**src/hdl/arx_pkg.sv**
```systemverilog
// ----------------------------------------------------------------------------
// arx_pkg: shared types and constants for the ARX/XOR byte stream cipher
// Register indexes, cipher mode codes, seed constant and sequencer controls.
// ----------------------------------------------------------------------------
`default_nettype none

package arx_pkg;

   localparam int WORD_W = 32;
   localparam int BYTE_W = 8;
   localparam int MODE_W = 2;
   localparam int KEY_HIGH_W = 24;
   localparam int CSR_INDEX_W = 2;

   localparam logic [BYTE_W-1:0] SEED_CONST = 8'h5A;

   localparam int ROT_B1 = 13;
   localparam int ROT_A1 = 16;
   localparam int ROT_A2 = 7;

   typedef enum logic [CSR_INDEX_W-1:0] {
      CSR_CIPHER_MODE   = 2'd0,
      CSR_KEY_LOW_WORD  = 2'd1,
      CSR_KEY_HIGH_BITS = 2'd2
   } csr_index_type;

   typedef enum logic [MODE_W-1:0] {
      MODE_NONE    = 2'd0,
      MODE_XOR     = 2'd1,
      MODE_ARX     = 2'd2,
      MODE_INVALID = 2'd3
   } cipher_mode_type;

   typedef struct packed {
      logic load_seed;
      logic step_round;
      logic emit;
   } ctrl_type;

endpackage : arx_pkg

`default_nettype wire

```
**src/hdl/arx_round_unit.sv**
```systemverilog
// ----------------------------------------------------------------------------
// arx_round_unit: one add-rotate-xor keystream round
// a += b; b = rotl(b,13) ^ a; a = rotl(a,16); b += a; a = rotl(a,7).
// ----------------------------------------------------------------------------
`default_nettype none

module arx_round_unit
   import arx_pkg::*;
(
   input  wire logic [WORD_W-1:0] word_a,
   input  wire logic [WORD_W-1:0] word_b,
   output logic      [WORD_W-1:0] next_a,
   output logic      [WORD_W-1:0] next_b
);

   logic [WORD_W-1:0] a_sum;
   logic [WORD_W-1:0] b_mix;
   logic [WORD_W-1:0] a_rot;

   always_comb begin
      a_sum  = word_a + word_b;
      b_mix  = {word_b[WORD_W-ROT_B1-1:0], word_b[WORD_W-1:WORD_W-ROT_B1]} ^ a_sum;
      a_rot  = {a_sum[WORD_W-ROT_A1-1:0], a_sum[WORD_W-1:WORD_W-ROT_A1]};
      next_b = b_mix + a_rot;
      next_a = {a_rot[WORD_W-ROT_A2-1:0], a_rot[WORD_W-1:WORD_W-ROT_A2]};
   end

endmodule : arx_round_unit

`default_nettype wire

```
**src/hdl/arx_ctrl.sv**
```systemverilog
// ----------------------------------------------------------------------------
// arx_ctrl: sequencer for the shared round unit
// Accepts one byte, runs the warm-up rounds after a seed, then emits.
// ----------------------------------------------------------------------------
`default_nettype none

module arx_ctrl
   import arx_pkg::*;
#(
   parameter int WARMUP_ROUNDS = 8
) (
   input  wire logic clock,
   input  wire logic reset,
   input  wire logic accept,
   input  wire logic arx_mode,
   input  wire logic seeded,
   input  wire logic out_free,
   output logic      ready,
   output ctrl_type  ctrl
);

   localparam int CNT_W = $clog2(WARMUP_ROUNDS + 2);
   localparam logic [CNT_W-1:0] CNT_LOAD = CNT_W'(WARMUP_ROUNDS);

   typedef enum logic [1:0] {
      ST_IDLE,
      ST_WARM,
      ST_EMIT
   } state_type;

   state_type        state_ff, state_in;
   logic [CNT_W-1:0] count_ff, count_in;

   always_comb begin
      state_in        = state_ff;
      count_in        = count_ff;
      ready           = 1'b0;
      ctrl.load_seed  = 1'b0;
      ctrl.step_round = 1'b0;
      ctrl.emit       = 1'b0;
      unique case (state_ff)
         ST_IDLE: begin
            ready = 1'b1;
            if (accept) begin
               count_in = CNT_LOAD;
               if (arx_mode && !seeded) begin
                  ctrl.load_seed = 1'b1;
                  state_in       = ST_WARM;
               end else begin
                  state_in = ST_EMIT;
               end
            end
         end
         ST_WARM: begin
            if (count_ff != '0) begin
               ctrl.step_round = 1'b1;
               count_in        = count_ff - 1'b1;
            end else begin
               state_in = ST_EMIT;
            end
         end
         ST_EMIT: begin
            // hold until the output register can take the transfer
            if (out_free) begin
               ctrl.emit       = 1'b1;
               ctrl.step_round = arx_mode;
               state_in        = ST_IDLE;
            end
         end
         default: state_in = ST_IDLE;
      endcase
   end

   always_ff @(posedge clock) begin
      if (reset) begin
         state_ff <= ST_IDLE;
         count_ff <= '0;
      end else begin
         state_ff <= state_in;
         count_ff <= count_in;
      end
   end

endmodule : arx_ctrl

`default_nettype wire

```
**src/hdl/arx_xor_stream_cipher_unit.sv**
```systemverilog
// ----------------------------------------------------------------------------
// arx_xor_stream_cipher_unit: byte stream cipher, pass / xor / ARX keystream
//
// Bytes enter on the req_ stream (tdata = byte, tlast = end of buffer) and
// leave on the rsp_ stream, one result per byte, in order. The csr_ port
// writes cipher mode and key; write it only while no byte is in flight.
// In ARX mode the first byte of a buffer seeds the keystream words from the
// key and runs WARMUP_ROUNDS warm-up rounds through the single round unit,
// one round per cycle, before its own output round. A non-ARX or seeded
// ARX byte goes from accept through the emit state into the result
// register; a seeding byte first loads the seed and runs the warm-up
// rounds. A byte is emitted only once the output register is free.
// req_tready is high only while the sequencer is idle, so a new byte can be
// taken once the previous one has reached the output register. If the
// receiver stalls, the result holds in the output register, one more byte
// may be accepted and then waits.
// Reset clears the mode and key registers, the keystream words, the seeded
// flag and the output valid.
// ----------------------------------------------------------------------------
`default_nettype none

module arx_xor_stream_cipher_unit
   import arx_pkg::*;
#(
   parameter int WARMUP_ROUNDS = 8
) (
   input  wire logic             clock,
   input  wire logic             reset,
   // configuration write port
   input  wire logic             csr_we,
   input  wire logic [1:0]       csr_index,
   input  wire logic [31:0]      csr_wdata,
   // input stream
   input  wire logic             req_tvalid,
   output logic                  req_tready,
   input  wire logic [7:0]       req_tdata,   // [7:0] data_in
   input  wire logic             req_tlast,   // last_byte
   // result stream
   output logic                  rsp_tvalid,
   input  wire logic             rsp_tready,
   output logic      [7:0]       rsp_tdata,   // [7:0] data_out
   output logic                  rsp_tuser,   // mode_error
   output logic                  rsp_tlast    // end_of_buffer
);

   logic [MODE_W-1:0]     mode_ff;
   logic [WORD_W-1:0]     key_low_ff;
   logic [KEY_HIGH_W-1:0] key_high_ff;

   logic [WORD_W-1:0] word_a_ff, word_a_in;
   logic [WORD_W-1:0] word_b_ff, word_b_in;
   logic              seeded_ff, seeded_in;

   logic [BYTE_W-1:0] data_ff;
   logic              last_ff;

   logic              rsp_valid_ff, rsp_valid_in;
   logic [BYTE_W-1:0] rsp_data_ff, rsp_data_in;
   logic              rsp_err_ff, rsp_err_in;
   logic              rsp_last_ff;

   logic [WORD_W-1:0] round_a;
   logic [WORD_W-1:0] round_b;
   logic              accept;
   logic              arx_mode;
   logic              out_free;
   ctrl_type          ctrl;

   assign accept   = req_tvalid && req_tready;
   assign arx_mode = (mode_ff == MODE_ARX);
   assign out_free = !rsp_valid_ff || rsp_tready;

   arx_round_unit u_round (
      .word_a (word_a_ff),
      .word_b (word_b_ff),
      .next_a (round_a),
      .next_b (round_b)
   );

   arx_ctrl #(
      .WARMUP_ROUNDS (WARMUP_ROUNDS)
   ) u_ctrl (
      .clock    (clock),
      .reset    (reset),
      .accept   (accept),
      .arx_mode (arx_mode),
      .seeded   (seeded_ff),
      .out_free (out_free),
      .ready    (req_tready),
      .ctrl     (ctrl)
   );

   always_comb begin
      word_a_in = word_a_ff;
      word_b_in = word_b_ff;
      if (ctrl.load_seed) begin
         word_a_in = key_low_ff;
         word_b_in = {SEED_CONST, key_high_ff};
      end else if (ctrl.step_round) begin
         word_a_in = round_a;
         word_b_in = round_b;
      end
   end

   always_comb begin
      seeded_in  = seeded_ff;
      rsp_data_in = rsp_data_ff;
      rsp_err_in  = rsp_err_ff;
      if (ctrl.emit) begin
         // end of buffer clears the seed in every mode
         seeded_in  = last_ff ? 1'b0 : (seeded_ff || arx_mode);
         rsp_err_in = 1'b0;
         unique case (mode_ff)
            MODE_NONE:    rsp_data_in = data_ff;
            MODE_XOR:     rsp_data_in = data_ff ^ key_low_ff[BYTE_W-1:0];
            MODE_ARX:     rsp_data_in = data_ff ^ round_b[BYTE_W-1:0];
            MODE_INVALID: begin
               rsp_data_in = data_ff;
               rsp_err_in  = 1'b1;
            end
            default:      rsp_data_in = data_ff;
         endcase
      end
   end

   always_comb begin
      rsp_valid_in = rsp_valid_ff;
      if (ctrl.emit) begin
         rsp_valid_in = 1'b1;
      end else if (rsp_tready) begin
         rsp_valid_in = 1'b0;
      end
   end

   always_ff @(posedge clock) begin
      if (reset) begin
         mode_ff      <= MODE_NONE;
         key_low_ff   <= '0;
         key_high_ff  <= '0;
         word_a_ff    <= '0;
         word_b_ff    <= '0;
         seeded_ff    <= 1'b0;
         rsp_valid_ff <= 1'b0;
      end else begin
         if (csr_we) begin
            unique case (csr_index)
               CSR_CIPHER_MODE:   mode_ff     <= csr_wdata[MODE_W-1:0];
               CSR_KEY_LOW_WORD:  key_low_ff  <= csr_wdata[WORD_W-1:0];
               CSR_KEY_HIGH_BITS: key_high_ff <= csr_wdata[KEY_HIGH_W-1:0];
               default: ;
            endcase
         end
         word_a_ff    <= word_a_in;
         word_b_ff    <= word_b_in;
         seeded_ff    <= seeded_in;
         rsp_valid_ff <= rsp_valid_in;
      end
   end

   always_ff @(posedge clock) begin
      if (accept) begin
         data_ff <= req_tdata;
         last_ff <= req_tlast;
      end
      if (ctrl.emit) begin
         rsp_last_ff <= last_ff;
      end
      rsp_data_ff <= rsp_data_in;
      rsp_err_ff  <= rsp_err_in;
   end

   assign rsp_tvalid = rsp_valid_ff;
   assign rsp_tdata  = rsp_data_ff;
   assign rsp_tuser  = rsp_err_ff;
   assign rsp_tlast  = rsp_last_ff;

endmodule : arx_xor_stream_cipher_unit

`default_nettype wire
```
**config.mk**
```make
export PLATFORM = sky130hd
export DESIGN_NAME = arx_xor_stream_cipher_unit
export DESIGN_NICKNAME = d
export VERILOG_FILES = /design/src/hdl/arx_pkg.sv /design/src/hdl/arx_round_unit.sv /design/src/hdl/arx_ctrl.sv /design/src/hdl/arx_xor_stream_cipher_unit.sv
export SDC_FILE = /design/constraint.sdc
export NUM_CORES = 1
export LEC_CHECK = 0
export BUFFER_PORTS_ARGS = -buffer_cell sky130_fd_sc_hd__buf_2
export CAP_MARGIN = 20
export CORE_MARGIN = 2
export CORE_UTILIZATION = 30
export CTS_CLUSTER_DIAMETER = 60
export DETAILED_ROUTE_END_ITERATION = 10
export MAX_ROUTING_LAYER = met4
export PLACE_DENSITY = 0.53
export SLEW_MARGIN = 20
export SYNTH_ARGS = -nofsm -noshare
export SYNTH_HDL_FRONTEND = slang
export SYNTH_SLANG_ARGS = --single-unit
```
**constraint.sdc**
```tcl
create_clock -name clock -period 6.5 [get_ports clock]
set_input_delay 0.65 -clock clock [delete_from_list [all_inputs] [get_ports clock]]
set_output_delay 0.65 -clock clock [all_outputs]
set_load 0.02 [all_outputs]
```
==> results.txt, run 1 <==
CTS Buffer Depth: 2
Final hold vios: 0
Fmax: 177.1 MHz
Syn Area/Cell: 7.801 sq um
Max incr delay on CP: 550 ps
Worst slew pin tran: 1023 ps
Port Buffer Count: 59
Routed WL per cell: 20.65 microns
Mapped Area: 10500 sq um
DRC: 0
Crit path DAT: 5930 ps
Number of setup buffers added after CTS: 0
DP Cell Count: 1803
Synth Area in Compound Gates: 25.05%
Lkg Pwr: 4.859 nW
Overall global routing resource usage: 21.51%
Core area: 34540 sq um
Share of async-settable or async-resettable flops after synthesis: 0%
Routed via count: 10090
Register area share after synthesis: 30.22%
CP Capture Type: flop
Crit path launch type: flop
Largest net degree at the start of global routing: 69
Setup TNS: 0 ps
Final setup fails: 0
Gpl congestion: 0.9703
Initial Utilization: 30.40%
Status: finished clean
Htree depth: 4
Post-Syn Instances: 1346
Critical path buffer and inverter count: 0
Post-synthesis mux area share: 1.454%
Root Buffer: clkbuf_16
Max-slew violation count: 0
RSZ-0062 raised after global routing: false
TritonCTS clock tree: yes
Fin crit share: 86.85%
Yosys warning count: 0
Aggregate routed wire length: 37920 microns
Post-synth EDFFs: 19
Critical path, cell by cell: ha_1 > a21oi_1 > a21oi_1 > a211oi_1 > nand2_1 > nand2_1 > nand2_1 > a21oi_1 > xnor2_1 > ha_1 > ha_1 > nand3b_1 > a311oi_1 > nor4_1 > a21oi_1 > o211ai_2 > o211ai_2 > or2b_1 > a211oi_1 > o31a_1 > a211oi_1
Worst setup path class: flop to flop
Required time of the critical path: 6780 ps
Die area: 36510 sq um
Xor and xnor area share after synthesis: 8.675%
CTS Sinks: 149
Layout cells sized above 1: 10.72%
CP dominant cell by count: a21oi_1
CTS Buf Count: 17
Skew final: 11.23 ps
Area after DPL: 11230 sq um
Final ANT Viol Nets: 0
Fin cells: 1836
Global route overflow: 0
Non-Filler Cell Area, Final: 11840 sq um
Antenna violations before repair: 0
1st-iter DRT viols: 893
Top_reg_cell synth: dfxtp_1
Post-synthesis adder-cell area fraction: 8.174%
Pwr Density: 195.5 nW/um^2
Cell family with most CP delay: compound AO/OA/AOI/OAI gates
Die Ht: 191.1 microns
Max Cap Viol: 0
CTS clk-pin slew, worst paths: 70 ps
CP max-delay cell: a311oi_1
Vias in the first global route: 9442
Library cells used by synthesis: 89
Area Growth Syn to Fin: 12.77%
Number of synthesized register bits: 149
Hold-fix buffers at CTS: 0
Max_slew headroom: 31.83%
Drt pass-1 iters: 6
CP max FO: 7
Nets: 1484
Vias per inst: 5.494
Antenna Cells: 0
Final Critical Period: 5645 ps
First-pass GRT wire length: 57400 microns
Clk Latency, worst-skew pair: 440 ps
DP Wirelength: 29270 microns
Post-synth net total: 1462
Cts repair resizes: 0
Hold WC Path Type: primary input to flop
Max IR drop VDD: 0.1831 mV
Die width: 191.1 microns
Rows: 68
Ports: 60
Combinational family with the most area after synthesis: compound AO/OA/AOI/OAI gates
Synth Area in Simple Gates: 22.19%
==> registers in the layout, summed over array words and instances, names as in the netlist <==
signal	flops
rsp_tvalid	1
seeded_ff	1
mode_ff	2
key_low_ff	32
last_ff	1
key_high_ff	24
rsp_tuser	1
u_ctrl.count_ff	4
data_ff	8
u_ctrl.state_ff	2
word_a_ff	32
word_b_ff	32
rsp_tdata	8
rsp_tlast	1
==> layout by cell type (no fill, tap or decap), types with 17 or more instances in the layout <==
cell type and n:
nand2_1 254, a21oi_1 139, nor2_1 131, dfxtp_1 130, ha_1 67, buf_2 58, xnor2_1 43, xor2_1 43
o21ai_0 42, a311oi_1 42, inv_1 38, a21o_1 33, a211oi_1 25, edfxtp_1 19, buf_4 19, nor3_1 18
clkbuf_16 17
==> kinds of logic after synthesis <==
| kind of cell | count (synthesis) |
|---|---|
| xor+xnor | 93 |
| fa+ha+maj | 68 |
| simple gates | 522 |
| flops | 149 |
| buf+inv | 114 |
| mux | 15 |
| compound gates | 385 |
==> final cells by class <==
cell class                 count  area, sq um
inverter                      39        151.4
sequential                   149         3173
timing repair buffer          78        447.9
clock buffer                  17        425.4
clock inverter                15        175.2
multi-input combinational   1083         6899
fill                        3783        22700
tap                          455        569.3
==> path summary, 6_finish.rpt <==
| kind | from | end | slack [ps] | cells past startpoint |
|---|---|---|---|---|
| setup / recovery | word_b_ff[12]$_SDFFE_PP0P_ | word_b_ff[18]$_SDFFE_PP0P_ | 850 | 21 |
| hold / removal | req_tdata[1] | data_ff[1]$_DFFE_PP_ | 380 | 1 |
| setup reg to reg | word_b_ff[12]$_SDFFE_PP0P_ | word_b_ff[18]$_SDFFE_PP0P_ | 850 | 21 |
| hold reg to reg | key_low_ff[22]$_SDFFE_PP0P_ | key_low_ff[22]$_SDFFE_PP0P_ | 460 | 2 |
==> report_power, final <==
group | switching, mW | internal (mW)
logic | 0.195 | 0.103
clock network | 0.451 | 0.574
registers | 0.0233 | 0.969
total | 0.670 | 1.65
==> synth_stat cells (13+ instances only) <==
library cell / number / area (sq um)
a211oi_1: 25 / 187.7
o21ai_0: 42 / 210.2
o211ai_1: 16 / 120.1
xnor2_1: 43 / 376.6
nor2b_1: 14 / 87.58
mux2i_1: 13 / 130.1
clkbuf_1: 57 / 214.0
a311oi_1: 42 / 367.9
nand2_1: 255 / 957.2
edfxtp_1: 19 / 570.6
ha_1: 67 / 838.3
nand3_1: 14 / 70.07
dfxtp_1: 130 / 2603
nor3_1: 18 / 90.09
a21oi_1: 139 / 695.7
xor2_1: 43 / 376.6
inv_1: 38 / 142.6
a21o_1: 33 / 247.7
nor2_1: 131 / 491.7
nand4_1: 16 / 100.1
==> routing by layer <==
layer / vias up / GRT usage, % / share of wire [%] / routed length, microns
li1: 4866 / - / - / -
met1: 4791 / 29.68 / 46 / 17540
met2: 368 / 31.31 / 43 / 16290
met3: 62 / 3.396 / 7.0 / 2669
met4: 0 / 8.462 / 3.7 / 1421
met5: - / - / 0 / 0
==> stage by stage <==
stage / setup WS, ps / hold slack [ps] / utilization [%] / power (mW)
after floorplan: 1925 / 427.0 / - / 1.198
after global placement: 1115 / 442.6 / 32.50 / 1.305
after detailed placement: 1008 / 450.9 / 32.50 / 1.305
after CTS: 940.0 / 369.2 / 34.24 / 2.324
after global routing: 475.3 / 366.9 / 34.28 / 2.395
final: 854.7 / 379.6 / 34.28 / 2.316
(Power assumes the default switching activity.)
==> run 2: changes to the inputs <==
Settings changed: PLACE_DENSITY 0.53 to 0.44.
==> run 2 against run 1 <==
Sequential share of layout area hardly changed. Combinational power hardly changed. Worst hold slack better by 10 ps. Register-to-register slack lost 120 ps. Highest routed layer unchanged.
==> results.txt, run 2 (same netlist as run 1, synthesis figures left out) <==
RSZ-0062 raised after global routing: false
Worst Setup SP: word_b_ff[6]$_SDFFE_PP0P_
Met2 Wirelength: 17700 microns (+8.7%)
1st-iter DRT viols: 1001 (+12%)
TritonCTS clock tree: yes
Worst slew pin tran: 1076 ps (+53.39 ps)
Hold-fix buffers at CTS: 0 (unchanged)
Lkg Pwr: 4.873 nW (+0.30%)
Flop pwr share: 42.7% (about the same)
DP Wirelength: 31530 microns (+7.8%)
Port Buffer Count: 59 (unchanged)
Vias per inst: 5.532 (+0.69%)
CTS Sinks: 149 (unchanged)
CP max-delay cell: a31oi_1
Cts repair resizes: 0 (unchanged)
Hold WC Path Type: primary input to flop
CTS clk-pin slew, worst paths: 70 ps (about the same)
Routed via count: 10170 (+0.80%)
Antenna Cells: 0 (unchanged)
Max_slew headroom: 28.27% (-3.6 points)
Final ANT Viol Nets: 0 (unchanged)
CTS Buf Count: 17 (unchanged)
Skew final: 11.42 ps (+0.1872 ps)
Total Power: 2.327 mW (+0.49%)
Final hold vios: 0 (unchanged)
Htree depth: 4 (unchanged)
Fin crit share: 88.65% (+1.8 points)
Initial Utilization: 30.40% (unchanged)
WL met3: 2279 microns (-15%)
Pwr Density: 196.5 nW/um^2 (+0.50%)
Die width: 191.1 microns (unchanged)
Internal: 1.676 mW (+1.9%)
CP Capture Type: flop
Post-route setup slack: 737.5 ps (-117.3 ps)
CP endpoint: word_b_ff[28]$_SDFFE_PP0P_
Logic depth of the worst path, buffers included: 18 (-14%)
Number of setup buffers added after CTS: 0 (unchanged)
Reg2Reg Capture Point: word_b_ff[28]$_SDFFE_PP0P_
Max Cap Viol: 0 (unchanged)
Switching power total: 0.6504 mW (-2.9%)
Highest metal layer with signal wires: met4
Final Critical Period: 5763 ps (+117.3 ps)
Core area: 34540 sq um (unchanged)
CP max FO: 11 (+4)
M1 WL: 19920 microns (+14%)
Clock power frac: 44.4% (about the same)
Root Buffer: clkbuf_16
Max IR drop VDD: 0.1707 mV (-6.8%)
Ports: 60 (unchanged)
Non-Filler Cell Area, Final: 11840 sq um (about the same)
Setup TNS: 0 ps (unchanged)
DRC: 0 (unchanged)
Cell family with most CP delay: compound AO/OA/AOI/OAI gates
Die Ht: 191.1 microns (unchanged)
Fin cells: 1838 (+0.11%)
Fmax: 173.5 MHz (-2.0%)
Max incr delay on CP: 570 ps (+20 ps)
Sw frac: 27.95% (-0.97 points)
Clk Latency, worst-skew pair: 430 ps (about the same)
FF-to-FF Start: word_b_ff[6]$_SDFFE_PP0P_
Crit path launch type: flop
Commonest non-fill, non-tap cells in the layout: nand2_1 (254), a21oi_1 (139), nor2_1 (131), dfxtp_1 (130), ha_1 (67)
R2r setup slk: 740 ps (-120 ps)
Drt pass-1 iters: 7 (+1)
Gate power share: 12.9% (about the same)
Commonest non-fill, non-tap cell in the layout: nand2_1
Area Growth Syn to Fin: 12.76% (about the same)
Routed WL per cell: 22.12 microns (+7.1%)
Top Registers: key_low_ff: 32 flops, word_a_ff: 32 flops, word_b_ff: 32 flops
Place WS: 865.7 ps (-142.6 ps)
Aggregate routed wire length: 40660 microns (+7.2%)
Global route overflow: 0 (unchanged)
Layout cells sized above 1: 10.56% (-0.16 points)
R2R cell count: 18 (-14%)
Vias in the first global route: 9369 (-0.77%)
Required time of the critical path: 6800 ps (+20 ps)
Critical path buffer and inverter count: 1 (+1)
Critical path, cell by cell: ha_1 > a21oi_1 > o22a_1 > and2_1 > nand3_1 > a31oi_1 > o21ai_0 > xnor2_1 > inv_1 > ha_1 > nand2_1 > or4b_1 > o211ai_1 > nor3b_2 > o21ai_2 > a2111oi_2 > mux2i_1 > a31oi_1
CTS Buffer Depth: 2 (unchanged)
Nets: 1486 (+0.13%)
Status: finished clean
Number of fill cells in the layout: 3761 (-0.58%)
Antenna violations before repair: 0 (unchanged)
Gpl congestion: 0.9966 (+2.7%)
First-pass GRT wire length: 60600 microns (+5.6%)
WHS: 389.7 ps (+10.08 ps)
Overall global routing resource usage: 22.94% (+1.4 points)
Rows: 68 (unchanged)
Sequential cell area: 3173 sq um (unchanged)
Worst setup path class: flop to flop
Max-slew violation count: 0 (unchanged)
Fin util: 34.28% (about the same)
Die area: 36510 sq um (unchanged)
Area after DPL: 11250 sq um (+0.22%)
DP Cell Count: 1806 (+0.17%)
Final setup fails: 0 (unchanged)
Multi-input logic area: 6902 sq um (about the same)
Largest net degree at the start of global routing: 89 (+29%)
Crit path DAT: 6070 ps (+140 ps)
[run 2: cell type report]
type	count	area share [%]
multi-input combinational	1083	58.29
sequential	149	26.80
tap	455	4.808
timing repair buffer	80	3.847
clock buffer	20	3.688
clock inverter	12	1.289
inverter	39	1.279
[run 2: worst min-delay path by stage]
stage                     depth (start not counted)                          end  slack [ps]                   startpoint
final                                             1         data_ff[0]$_DFFE_PP_         390                 req_tdata[0]
after CTS                                         1            last_ff$_DFFE_PP_         370                    req_tlast
after global placement                            2  key_low_ff[21]$_SDFFE_PP0P_         440  key_low_ff[21]$_SDFFE_PP0P_
after floorplan                                   1       seeded_ff$_SDFFE_PP0P_         430            last_ff$_DFFE_PP_
after detailed placement                          0          rsp_tlast$_DFFE_PP_         450            last_ff$_DFFE_PP_
after global routing                              1         data_ff[0]$_DFFE_PP_         370                 req_tdata[0]
[run 2: routing by layer]
metal | track usage, % | vias to the layer above
met5 | - | -
met4 | 5.562 | 0
met3 | 2.515 | 37
met2 | 33.36 | 355
met1 | 33.68 | 4907
li1 | - | 4869
[run 2: power by group through the flow]
stage | clock network, mW | registers, mW | logic [mW]
4_1_cts | 1.06 | 0.993 | 0.300
2_1_floorplan | 0 | 1.01 | 0.186
3_5_place_dp | 0 | 1.01 | 0.298
3_3_place_gp | 0 | 1.01 | 0.301
6_report | 1.03 | 0.993 | 0.300
5_1_grt | 1.09 | 0.996 | 0.328
